`config.mk`:
```
export PLATFORM = sky130hd
export DESIGN_NAME = msap_cell
export DESIGN_NICKNAME = d
export VERILOG_FILES = /design/src/rtl/msap_pkg.sv /design/src/rtl/msap_cell.sv
export SDC_FILE = /design/constraint.sdc
export NUM_CORES = 1
export LEC_CHECK = 0
export ABC_AREA = 1
export BUFFER_PORTS_ARGS = -buffer_cell sky130_fd_sc_hd__buf_2
export CAP_MARGIN = 40
export CORE_ASPECT_RATIO = 1.5
export CORE_MARGIN = 5
export CORE_UTILIZATION = 53
export DETAILED_ROUTE_END_ITERATION = 16
export GPL_ROUTABILITY_DRIVEN = 0
export PLACE_DENSITY_LB_ADDON = 0.1
export SLEW_MARGIN = 20
export SYNTH_ARGS = -nofsm -noshare
export SYNTH_HDL_FRONTEND = slang
export SYNTH_SLANG_ARGS = --single-unit
export TNS_END_PERCENT = 5
```
`constraint.sdc`:
```
create_clock -name clk_i -period 4.15 [get_ports clk_i]
set_input_delay 0.415 -clock clk_i [delete_from_list [all_inputs] [get_ports clk_i]]
set_output_delay 0.415 -clock clk_i [all_outputs]
set_load 0.05 [all_outputs]
```
`src/rtl/msap_pkg.sv`:
```
`default_nettype none
package msap_pkg;

  localparam int unsigned MAX_WINDOW = 16;
  localparam int unsigned ELEM_W = 32;
  localparam int unsigned SUM_W = 64;
  localparam int unsigned CFG_W = 5;
  // Index of a cell, and a count that can hold MAX_WINDOW itself.
  localparam int unsigned IDX_W = (MAX_WINDOW > 1) ? $clog2(MAX_WINDOW) : 1;
  localparam int unsigned LIM_W = $clog2(MAX_WINDOW + 1);
  localparam int unsigned PROD_W = ELEM_W + LIM_W + 1;

  localparam logic signed [SUM_W-1:0] SUM_MIN = {1'b1, {(SUM_W-1){1'b0}}};
  localparam logic signed [SUM_W-1:0] SUM_MAX = {1'b0, {(SUM_W-1){1'b1}}};

  typedef struct packed {
    logic load;
    logic prod;
    logic cand;
    logic scan;
    logic commit;
    logic clear;
  } cell_ctrl_t;

endpackage
`default_nettype wire

```
`src/rtl/msap_cell.sv`:
```
`default_nettype none
module msap_cell (
  input  wire logic                                  clk_i,
  input  wire logic                                  rst_ni,
  input  wire msap_pkg::cell_ctrl_t                  ctrl_i,
  input  wire logic        [msap_pkg::IDX_W-1:0]     idx_i,
  input  wire logic        [msap_pkg::LIM_W-1:0]     lim_i,
  input  wire logic signed [msap_pkg::ELEM_W-1:0]    elem_i,
  input  wire logic signed [msap_pkg::ELEM_W-1:0]    max_prev_i,
  input  wire logic signed [msap_pkg::SUM_W-1:0]     prefix_prev_i,
  input  wire logic signed [msap_pkg::SUM_W-1:0]     cand_next_i,
  output logic signed      [msap_pkg::ELEM_W-1:0]    max_o,
  output logic signed      [msap_pkg::SUM_W-1:0]     prefix_o,
  output logic signed      [msap_pkg::SUM_W-1:0]     cand_o
);

  logic signed [msap_pkg::ELEM_W-1:0] max_q;
  logic signed [msap_pkg::SUM_W-1:0]  prefix_q;
  logic signed [msap_pkg::PROD_W-1:0] prod_q, prod_d;
  logic signed [msap_pkg::SUM_W-1:0]  cand_q, cand_d;
  logic        [msap_pkg::LIM_W-1:0]  len;
  logic        [msap_pkg::SUM_W:0]    sum_wide;
  logic                               in_window;

  // This cell covers the piece of the newest idx+1 elements.
  assign len       = msap_pkg::LIM_W'(idx_i) + msap_pkg::LIM_W'(1);
  assign in_window = msap_pkg::LIM_W'(idx_i) < lim_i;
  assign prod_d    = msap_pkg::PROD_W'(max_q) * msap_pkg::PROD_W'($signed({1'b0, len}));

  assign sum_wide = {prefix_q[msap_pkg::SUM_W-1], prefix_q}
                  + {{(msap_pkg::SUM_W + 1 - msap_pkg::PROD_W){prod_q[msap_pkg::PROD_W-1]}},
                     prod_q};

  always_comb begin
    if (!in_window) begin
      cand_d = msap_pkg::SUM_MIN;
    end else if (sum_wide[msap_pkg::SUM_W] != sum_wide[msap_pkg::SUM_W-1]) begin
      cand_d = sum_wide[msap_pkg::SUM_W] ? msap_pkg::SUM_MIN : msap_pkg::SUM_MAX;
    end else begin
      cand_d = sum_wide[msap_pkg::SUM_W-1:0];
    end
  end

  always_ff @(posedge clk_i or negedge rst_ni) begin
    if (!rst_ni) begin
      max_q    <= '0;
      prefix_q <= '0;
    end else if (ctrl_i.commit && ctrl_i.clear) begin
      max_q    <= '0;
      prefix_q <= '0;
    end else begin
      if (ctrl_i.load) begin
        max_q <= (max_prev_i > elem_i) ? max_prev_i : elem_i;
      end
      if (ctrl_i.commit) begin
        prefix_q <= prefix_prev_i;
      end
    end
  end

  always_ff @(posedge clk_i) begin
    if (ctrl_i.prod) begin
      prod_q <= prod_d;
    end
    if (ctrl_i.cand) begin
      cand_q <= cand_d;
    end else if (ctrl_i.scan) begin
      cand_q <= cand_next_i;
    end
  end

  assign max_o    = max_q;
  assign prefix_o = prefix_q;
  assign cand_o   = cand_q;

endmodule
`default_nettype wire

```
==> results of run 1 <==
state kept, by name, summed over array words and instances, names as in the netlist:
name      count
cand_o       64
max_o        32
prefix_o     64
prod_q       38
worst min-delay path, cell delays in order:
cell,delay [ns]
sky130_fd_sc_hd__buf_2,0.07
sky130_fd_sc_hd__nand3_1,0.06
sky130_fd_sc_hd__o21ai_0,0.06
metrics by stage:
step                      worst slack [ns]  hold slack [ns]  TNS (ns)  instance area [um^2]
after CTS                         -0.04140          0.02554   -0.1051                 25070
after global routing               -0.1545           0.1702    -1.206                 25810
after detailed placement           -0.6280           0.5183    -11.16                 24420
after global placement             -0.6150           0.5185    -8.779                 24370
final                             -0.06892           0.1662  -0.07488                 25810
after floorplan                   -0.09483           0.1194   -0.6922                 21040
worst paths after layout:
kind	from	end
min in group asynchronous	rst_ni	max_o[1]
worst max-delay path	idx_i[1]	prod_q[29]
worst min-delay path	prefix_prev_i[16]	prefix_o[16]
worst min register to register	max_o[23]	max_o[23]
max in group asynchronous	rst_ni	prefix_o[29]
worst max register to register	max_o[9]	prod_q[29]
cells in the final DEF (no fill, tap or decap), drive strengths merged, types with 6 or more instances in the layout:
cell type,n
nand3b,21
nand2,909
a21o,6
o21bai,27
nand4,43
nor2,294
xnor2,42
inv,628
nor3,22
buf,535
xor2,27
nand3,212
nor4,8
clkbuf,20
ha,173
dfrtp,96
edfxtp,102
a21oi,135
clkinv,7
a31oi,9
fa,98
o21ai,102
kinds of logic after synthesis:
kind of cell | Yosys count | share of synthesized area [%]
buf+inv | 697 | 12.93
compound gates | 289 | 7.762
xor+xnor | 69 | 2.915
fa+ha+maj | 271 | 19.91
simple gates | 1514 | 30.12
flops | 198 | 26.36
final cells by class:
cell class	instances	area, um^2	area share, %
well taps	495	619.3	2.400
multi-input cells	2143	13360	51.78
flip-flops and latches	198	5466	21.18
clock inverters	15	196.4	0.7612
diodes	2	5.005	0.01939
clock buffers	17	425.4	1.648
inverters	620	2327	9.018
repair buffers	539	3405	13.19
power by group:
| part | switching (mW) | leakage (nW) | total [mW] | internal, mW |
|---|---|---|---|---|
| registers | 0.274 | 2.28 | 3.01 | 2.74 |
| logic | 6.03 | 11.8 | 9.30 | 3.26 |
| clock network | 0.922 | 0.300 | 1.75 | 0.831 |
| total | 7.23 | 14.4 | 14.1 | 6.83 |
per-layer routing:
| layer | share of wire [%] | up-vias | GRT usage (%) |
|---|---|---|---|
| li1 | - | 10440 | - |
| met1 | 36 | 9650 | 32.60 |
| met2 | 50 | 819 | 51.68 |
| met3 | 6.6 | 210 | 3.255 |
| met4 | 6.7 | 2 | 17.24 |
| met5 | 0.020 | - | 0 |
what timing repair did:
action | in CTS | in global routing
buffers inserted | 0 | 8
gates resized for setup | 6 | 127
gates cloned | 0 | 4
setup endpoints to repair | 9 | 21
hold buffers | 0 | 1
pin swaps | 0 | 55
endpoints found under the hold margin | 0 | 5
==> flow_summary.html, run 1 <==
<table>
<tr><th>Metric</th><th>Value</th></tr>
<tr><th colspan="2">Clock network</th></tr>
<tr><td>CTS clock-pin slew for the worst setup and hold paths</td><td>0.09 ns</td></tr>
<tr><td>CTS H-Tree Depth</td><td>4</td></tr>
<tr><td>Number of clock buffers inserted by TritonCTS</td><td>17</td></tr>
<tr><td>Clk_lat worst skew</td><td>0.48 ns</td></tr>
<tr><td>Root cell of the clock tree</td><td>sky130_fd_sc_hd__clkbuf_16</td></tr>
<tr><td>TritonCTS clock tree</td><td>done</td></tr>
<tr><td>CTS sink count</td><td>198</td></tr>
<tr><td>Maximum count of clock buffers along a single path</td><td>2</td></tr>
<tr><th colspan="2">Drt</th></tr>
<tr><td>DR pass1 iterations</td><td>7</td></tr>
<tr><td>Post-detailed-route via-to-cell ratio</td><td>5.241</td></tr>
<tr><td>DRC violation count after routing</td><td>0</td></tr>
<tr><td>Violation count after the first detailed-route iteration</td><td>1290</td></tr>
<tr><td>Via count</td><td>21120</td></tr>
<tr><td>Routed wire length</td><td>65040 um</td></tr>
<tr><td>Number of nets with antenna violations after routing</td><td>0</td></tr>
<tr><td>WL/cell</td><td>16.14 um</td></tr>
<tr><th colspan="2">Power</th></tr>
<tr><td>Pwr/cell area</td><td>544.9 nW/um^2</td></tr>
<tr><td>PnR Total Power</td><td>14.06 mW</td></tr>
<tr><td>Standby leakage power</td><td>14.43 nW</td></tr>
<tr><td>Worst-case vdd ir drop</td><td>0.6318 mV</td></tr>
<tr><th colspan="2">STA</th></tr>
<tr><td>Final worst path period need</td><td>4.219 ns</td></tr>
<tr><td>RSZ-0062 raised after global routing</td><td>true</td></tr>
<tr><td>Worst slew margin relative to its limit</td><td>57.34%</td></tr>
<tr><td>Post-route clock period utilization</td><td>101.7%</td></tr>
<tr><td>Number of endpoints with negative hold slack in the final report</td><td>0</td></tr>
<tr><td>Maximum clock rate</td><td>237.0 MHz</td></tr>
<tr><td>Final setup fails</td><td>3</td></tr>
<tr><td>Worst Slack Setup Final</td><td>-0.06892 ns</td></tr>
<tr><td>Number of max-slew violations in the final report</td><td>0</td></tr>
<tr><td>Final Skew</td><td>0.01640 ns</td></tr>
<tr><td>Transition time of the tightest slew-check pin</td><td>0.6375 ns</td></tr>
<tr><th colspan="2">Worst setup path</th></tr>
<tr><td>WP buf/inv</td><td>7</td></tr>
<tr><td>CP Launch Type</td><td>input pin</td></tr>
<tr><td>Critical path class</td><td>input pin to register</td></tr>
<tr><td>Largest incremental delay on the critical path</td><td>0.52 ns</td></tr>
<tr><td>Series of cell instances along the critical path</td><td>buf_8 &gt; ha_4 &gt; xor2_2 &gt; inv_2 &gt; buf_12 &gt; buf_4 &gt; nor2_2 &gt; fa_1 &gt; fa_1 &gt; inv_1 &gt; fa_1 &gt; inv_1 &gt; ha_4 &gt; nand2_1 &gt; nor2_2 &gt; nand4_1 &gt; nor2_2 &gt; buf_6 &gt; a21oi_4 &gt; o21bai_1 &gt; xor2_1</td></tr>
<tr><td>Setup slack, reg-to-reg</td><td>0.03 ns</td></tr>
<tr><td>Number of cells on the critical path</td><td>21</td></tr>
<tr><td>Arrival time reported for the critical path endpoint</td><td>4.44 ns</td></tr>
<tr><td>Worst reg2reg path depth</td><td>16</td></tr>
<tr><td>Highest-delay cell along the critical path</td><td>sky130_fd_sc_hd__fa_1</td></tr>
<tr><td>Worst Path Max Fanout</td><td>6</td></tr>
<tr><td>Worst path top cell family by delay</td><td>adder cells</td></tr>
<tr><td>Required @ worst endpoint</td><td>4.37 ns</td></tr>
<tr><td>Critical path endpoint category</td><td>register</td></tr>
<tr><th colspan="2">Hold path</th></tr>
<tr><td>Hold Crit Depth</td><td>3</td></tr>
<tr><td>Worst min path class</td><td>input pin to register</td></tr>
<tr><th colspan="2">Placement</th></tr>
<tr><td>PortBufs</td><td>368</td></tr>
<tr><td>Half-perimeter wire length of the detailed placement result</td><td>53030 um</td></tr>
<tr><td>Placed insts</td><td>3979</td></tr>
<tr><th colspan="2">Global route</th></tr>
<tr><td>Largest net degree at the start of global routing</td><td>90</td></tr>
<tr><td>Global-route wire length before repair</td><td>100400 um</td></tr>
<tr><td>Leftover overflow at the end of global routing</td><td>0</td></tr>
<tr><td>Initial antenna violation count</td><td>3</td></tr>
<tr><td>Overall routing resource usage</td><td>28.87%</td></tr>
<tr><td>Vias in the first global route</td><td>20610</td></tr>
<tr><th colspan="2">Floorplan</th></tr>
<tr><td>Die X-Extent</td><td>171.5 um</td></tr>
<tr><td>Top-Level Pins</td><td>369</td></tr>
<tr><td>Floorplan die height</td><td>252.2 um</td></tr>
<tr><td>Standard-cell row count</td><td>88</td></tr>
<tr><td>Core Region</td><td>38540 um^2</td></tr>
<tr><td>Die area</td><td>43250 um^2</td></tr>
<tr><td>Effective utilization at floorplan</td><td>53.79%</td></tr>
<tr><th colspan="2">Final layout</th></tr>
<tr><td>Net total in the final layout</td><td>3999</td></tr>
<tr><td>Final instance count without filler cells</td><td>4029</td></tr>
<tr><td>Core Util, Final</td><td>66.97%</td></tr>
<tr><td>Fraction of final layout cells with drive strength greater than 1</td><td>21.35%</td></tr>
<tr><td>Layout fillers</td><td>3314</td></tr>
<tr><td>Relative area change from synthesis to final layout</td><td>24.49%</td></tr>
<tr><th colspan="2">Yosys</th></tr>
<tr><td>Syn_area_per_cell</td><td>6.824 um^2</td></tr>
<tr><td>Post-synthesis instance total</td><td>3038</td></tr>
<tr><td>Most frequent cell after synthesis</td><td>sky130_fd_sc_hd__nand2_1</td></tr>
<tr><td>Async set-reset flop share out of synthesis</td><td>48.48%</td></tr>
<tr><td>Area share of the leading cell type in the synthesized netlist</td><td>16.31%</td></tr>
<tr><td>Predominant post-synthesis flop cell</td><td>sky130_fd_sc_hd__edfxtp_1</td></tr>
<tr><td>Part of the Yosys area used for sequential elements</td><td>26.36%</td></tr>
<tr><td>Dominant cell type by area after synthesis</td><td>sky130_fd_sc_hd__nand2_1</td></tr>
<tr><td>Mapped Nets</td><td>3518</td></tr>
<tr><td>Number of enable flip-flop cells after synthesis</td><td>102</td></tr>
<tr><td>Number of synthesis warnings</td><td>0</td></tr>
<tr><td>Most used standard cells in the synthesized netlist</td><td>sky130_fd_sc_hd__nand2_1, sky130_fd_sc_hd__inv_1, sky130_fd_sc_hd__nor2_1, sky130_fd_sc_hd__nand3_1, sky130_fd_sc_hd__ha_1</td></tr>
<tr><td>Flops &amp; latches, synth</td><td>198</td></tr>
<tr><td>Count of different cell masters after synthesis</td><td>41</td></tr>
<tr><td>Top cells by area in the synthesized netlist</td><td>sky130_fd_sc_hd__nand2_1, sky130_fd_sc_hd__edfxtp_1, sky130_fd_sc_hd__dfrtp_1, sky130_fd_sc_hd__inv_1, sky130_fd_sc_hd__ha_1</td></tr>
<tr><td>Post-Syn Area</td><td>20730 um^2</td></tr>
<tr><th colspan="2">Outcome</th></tr>
<tr><td>Failing checks</td><td>setup timing</td></tr>
<tr><td>Result of the run</td><td>complete, but fails checks</td></tr>
<tr><th colspan="2">Job</th></tr>
<tr><td>Count of max-cap constraint violations</td><td>0</td></tr>
</table>
Note: power is estimated with default switching activity, not from simulation.
==> run 2: changes to the inputs <==
- PLACE_DENSITY_LB_ADDON: 0.1 -> 0.08
==> run 2 against run 1 <==
Net effect: the flow now finishes without violations; clock-buffer cell count did not move; via count fell by 0.94%; clock power hardly changed; design area fell by 1.8%; maximum frequency is 4.2% higher; cell count fell by 0.35%; die area did not move; largest cell class unchanged.
==> flow_summary.html, run 2 (same netlist as run 1, synthesis figures left out) <==
<table>
<tr><th>Metric</th><th>Value</th></tr>
<tr><th colspan="2">Outcome</th></tr>
<tr><td>Result of the run</td><td>finished clean</td></tr>
<tr><th colspan="2">Final layout</th></tr>
<tr><td>Relative area change from synthesis to final layout</td><td>22.20%</td></tr>
<tr><td>Most frequent standard cell in the layout excluding fill and tap cells</td><td>sky130_fd_sc_hd__nand2_1</td></tr>
<tr><td>Diode insertion count for antenna repair</td><td>0</td></tr>
<tr><td>Most frequent cells in the layout</td><td>sky130_fd_sc_hd__nand2_1, sky130_fd_sc_hd__inv_1, sky130_fd_sc_hd__buf_2</td></tr>
<tr><td>Final instance area</td><td>25330 um^2</td></tr>
<tr><td>Core Util, Final</td><td>65.73%</td></tr>
<tr><td>Final instance count without filler cells</td><td>4015</td></tr>
<tr><td>Net total in the final layout</td><td>3987</td></tr>
<tr><td>Fraction of final layout cells with drive strength greater than 1</td><td>19.63%</td></tr>
<tr><th colspan="2">STA</th></tr>
<tr><td>Final setup fails</td><td>0</td></tr>
<tr><td>Maximum clock rate</td><td>247.1 MHz</td></tr>
<tr><td>Worst slew margin relative to its limit</td><td>50.89%</td></tr>
<tr><td>Worst Slack Setup Final</td><td>0.1029 ns</td></tr>
<tr><td>Final Skew</td><td>0.01552 ns</td></tr>
<tr><td>Number of endpoints with negative hold slack in the final report</td><td>0</td></tr>
<tr><td>Transition time of the tightest slew-check pin</td><td>0.7366 ns</td></tr>
<tr><td>Final worst path period need</td><td>4.047 ns</td></tr>
<tr><td>Post-route clock period utilization</td><td>97.52%</td></tr>
<tr><td>Number of max-slew violations in the final report</td><td>0</td></tr>
<tr><td>RSZ-0062 raised after global routing</td><td>true</td></tr>
<tr><th colspan="2">Worst setup path</th></tr>
<tr><td>Setup slack, reg-to-reg</td><td>0.16 ns</td></tr>
<tr><td>Worst flop-to-flop path startpoint</td><td>max_o[13]</td></tr>
<tr><td>Critical path endpoint category</td><td>register</td></tr>
<tr><td>Required @ worst endpoint</td><td>4.38 ns</td></tr>
<tr><td>CP Launch Type</td><td>input pin</td></tr>
<tr><td>Crit Reg-Reg Endpoint</td><td>prod_q[30]</td></tr>
<tr><td>Critical path class</td><td>input pin to register</td></tr>
<tr><td>Worst Path Max Fanout</td><td>15</td></tr>
<tr><td>Worst reg2reg path depth</td><td>18</td></tr>
<tr><td>Arrival time reported for the critical path endpoint</td><td>4.28 ns</td></tr>
<tr><th colspan="2">Drt</th></tr>
<tr><td>Highest metal layer with signal wires</td><td>met4</td></tr>
<tr><td>Number of nets with antenna violations after routing</td><td>0</td></tr>
<tr><td>Via count</td><td>20920</td></tr>
<tr><td>Wire length on met2</td><td>32310 um</td></tr>
<tr><td>Routed wire length</td><td>62470 um</td></tr>
<tr><td>WL/cell</td><td>15.56 um</td></tr>
<tr><td>DRC violation count after routing</td><td>0</td></tr>
<tr><td>DR pass1 iterations</td><td>8</td></tr>
<tr><td>Met1 routed wirelength after detailed routing</td><td>22760 um</td></tr>
<tr><td>Violation count after the first detailed-route iteration</td><td>1280</td></tr>
<tr><td>Post-detailed-route via-to-cell ratio</td><td>5.210</td></tr>
<tr><td>Met3 WL post-DR</td><td>3817 um</td></tr>
<tr><th colspan="2">Global route</th></tr>
<tr><td>Overall routing resource usage</td><td>28.61%</td></tr>
<tr><td>Largest net degree at the start of global routing</td><td>76</td></tr>
<tr><td>Global-route wire length before repair</td><td>99620 um</td></tr>
<tr><td>Initial antenna violation count</td><td>1</td></tr>
<tr><td>Leftover overflow at the end of global routing</td><td>0</td></tr>
<tr><td>Vias in the first global route</td><td>20700</td></tr>
<tr><th colspan="2">Power</th></tr>
<tr><td>Worst-case vdd ir drop</td><td>0.6508 mV</td></tr>
<tr><td>Pwr/cell area</td><td>542.4 nW/um^2</td></tr>
<tr><td>Standby leakage power</td><td>14.30 nW</td></tr>
<tr><th colspan="2">Floorplan</th></tr>
<tr><td>Standard-cell row count</td><td>88</td></tr>
<tr><td>Die X-Extent</td><td>171.5 um</td></tr>
<tr><td>Floorplan die height</td><td>252.2 um</td></tr>
<tr><td>Effective utilization at floorplan</td><td>53.79%</td></tr>
<tr><td>Core Region</td><td>38540 um^2</td></tr>
<tr><td>Top-Level Pins</td><td>369</td></tr>
<tr><td>Die area</td><td>43250 um^2</td></tr>
<tr><th colspan="2">Placement</th></tr>
<tr><td>Post-DP Area</td><td>24460 um^2</td></tr>
<tr><td>Placement-stage worst setup slack</td><td>-0.4941 ns</td></tr>
<tr><td>PortBufs</td><td>368</td></tr>
<tr><td>Half-perimeter wire length of the detailed placement result</td><td>53040 um</td></tr>
<tr><td>Placed insts</td><td>3978</td></tr>
<tr><th colspan="2">Clock network</th></tr>
<tr><td>Clk_lat worst skew</td><td>0.48 ns</td></tr>
<tr><td>TritonCTS clock tree</td><td>done</td></tr>
<tr><td>Number of clock buffers inserted by TritonCTS</td><td>17</td></tr>
<tr><td>CTS sink count</td><td>198</td></tr>
<tr><td>CTS clock-pin slew for the worst setup and hold paths</td><td>0.09 ns</td></tr>
<tr><td>Root cell of the clock tree</td><td>sky130_fd_sc_hd__clkbuf_16</td></tr>
<tr><td>Maximum count of clock buffers along a single path</td><td>2</td></tr>
<tr><td>CTS H-Tree Depth</td><td>4</td></tr>
<tr><th colspan="2">Hold path</th></tr>
<tr><td>Hold Crit Depth</td><td>3</td></tr>
<tr><td>Hold worst-path end</td><td>prefix_o[19]</td></tr>
<tr><td>Beginning of the worst hold path</td><td>prefix_prev_i[19]</td></tr>
<tr><td>Worst min path class</td><td>input pin to register</td></tr>
<tr><th colspan="2">Job</th></tr>
<tr><td>Count of max-cap constraint violations</td><td>0</td></tr>
</table>
[run 2: area by class of cell]
class	instances	area [um^2]
fill	3519	13210
multi-input combinational	2143	13060
sequential	198	5465
timing repair buffer	527	3233
inverter	620	2327
tap	495	619.3
clock buffer	17	425.4
clock inverter	15	198.9
[run 2: timing repair]
action / CTS / global route
endpoints found under the hold margin: 22 / 0
setup buffers: 0 / 2
gates resized for setup: 0 / 51
setup endpoints to repair: 0 / 22
hold buffers: 1 / 0
[run 2: worst max-delay path by stage]
stage	start	to	cells after the start
2_1_floorplan	idx_i[0]	prod_q[22]	22
3_3_place_gp	idx_i[0]	prod_q[37]	23
3_5_place_dp	idx_i[0]	prod_q[32]	22
4_1_cts	idx_i[0]	prod_q[32]	22
5_1_grt	idx_i[0]	prod_q[30]	22
6_report	idx_i[0]	prod_q[32]	23
[run 2: stage by stage]
| step | hold slack [ns] | TNS [ns] | power (mW) |
|---|---|---|---|
| after global placement | 0.3219 | -7.924 | 11.67 |
| after detailed placement | 0.3255 | -9.815 | 11.81 |
| after CTS | 0.1553 | 0 | 13.58 |
| after global routing | 0.1715 | -0.7814 | 14.79 |
| final | 0.1641 | 0 | 13.74 |
| after floorplan | 0.1194 | -0.6922 | 9.234 |
[run 2: power by group]
group	switching, mW	internal (mW)	total [mW]
Sequential	0.265	2.74	3.00
Clock	0.920	0.830	1.75
Combinational	5.84	3.15	8.99
Total	7.02	6.72	13.7
[run 2: metal layers]
layer  track usage (%)  vias to the layer above
li1                  -                    10400
met1             31.22                     9597
met2             53.41                      745
met3             3.787                      176
met4             14.29                        0
met5                 0                        -
[run 2: critical path, stage by stage]
cell,delay [ns]
sky130_fd_sc_hd__buf_2,0.12
sky130_fd_sc_hd__ha_4,0.17
sky130_fd_sc_hd__xor2_4,0.16
sky130_fd_sc_hd__inv_2,0.06
sky130_fd_sc_hd__buf_12,0.15
sky130_fd_sc_hd__buf_12,0.14
sky130_fd_sc_hd__nor2_4,0.08
sky130_fd_sc_hd__fa_1,0.44
sky130_fd_sc_hd__fa_1,0.49
sky130_fd_sc_hd__inv_1,0.05
sky130_fd_sc_hd__fa_1,0.54
sky130_fd_sc_hd__inv_2,0.05
sky130_fd_sc_hd__ha_4,0.25
sky130_fd_sc_hd__nand2_1,0.06
sky130_fd_sc_hd__nand2_1,0.06
sky130_fd_sc_hd__a31oi_1,0.18
sky130_fd_sc_hd__o211ai_1,0.13
sky130_fd_sc_hd__buf_4,0.17
sky130_fd_sc_hd__a21oi_4,0.19
sky130_fd_sc_hd__o21ai_2,0.09
sky130_fd_sc_hd__nand2_1,0.07
sky130_fd_sc_hd__nand2_1,0.05
sky130_fd_sc_hd__xor2_1,0.14
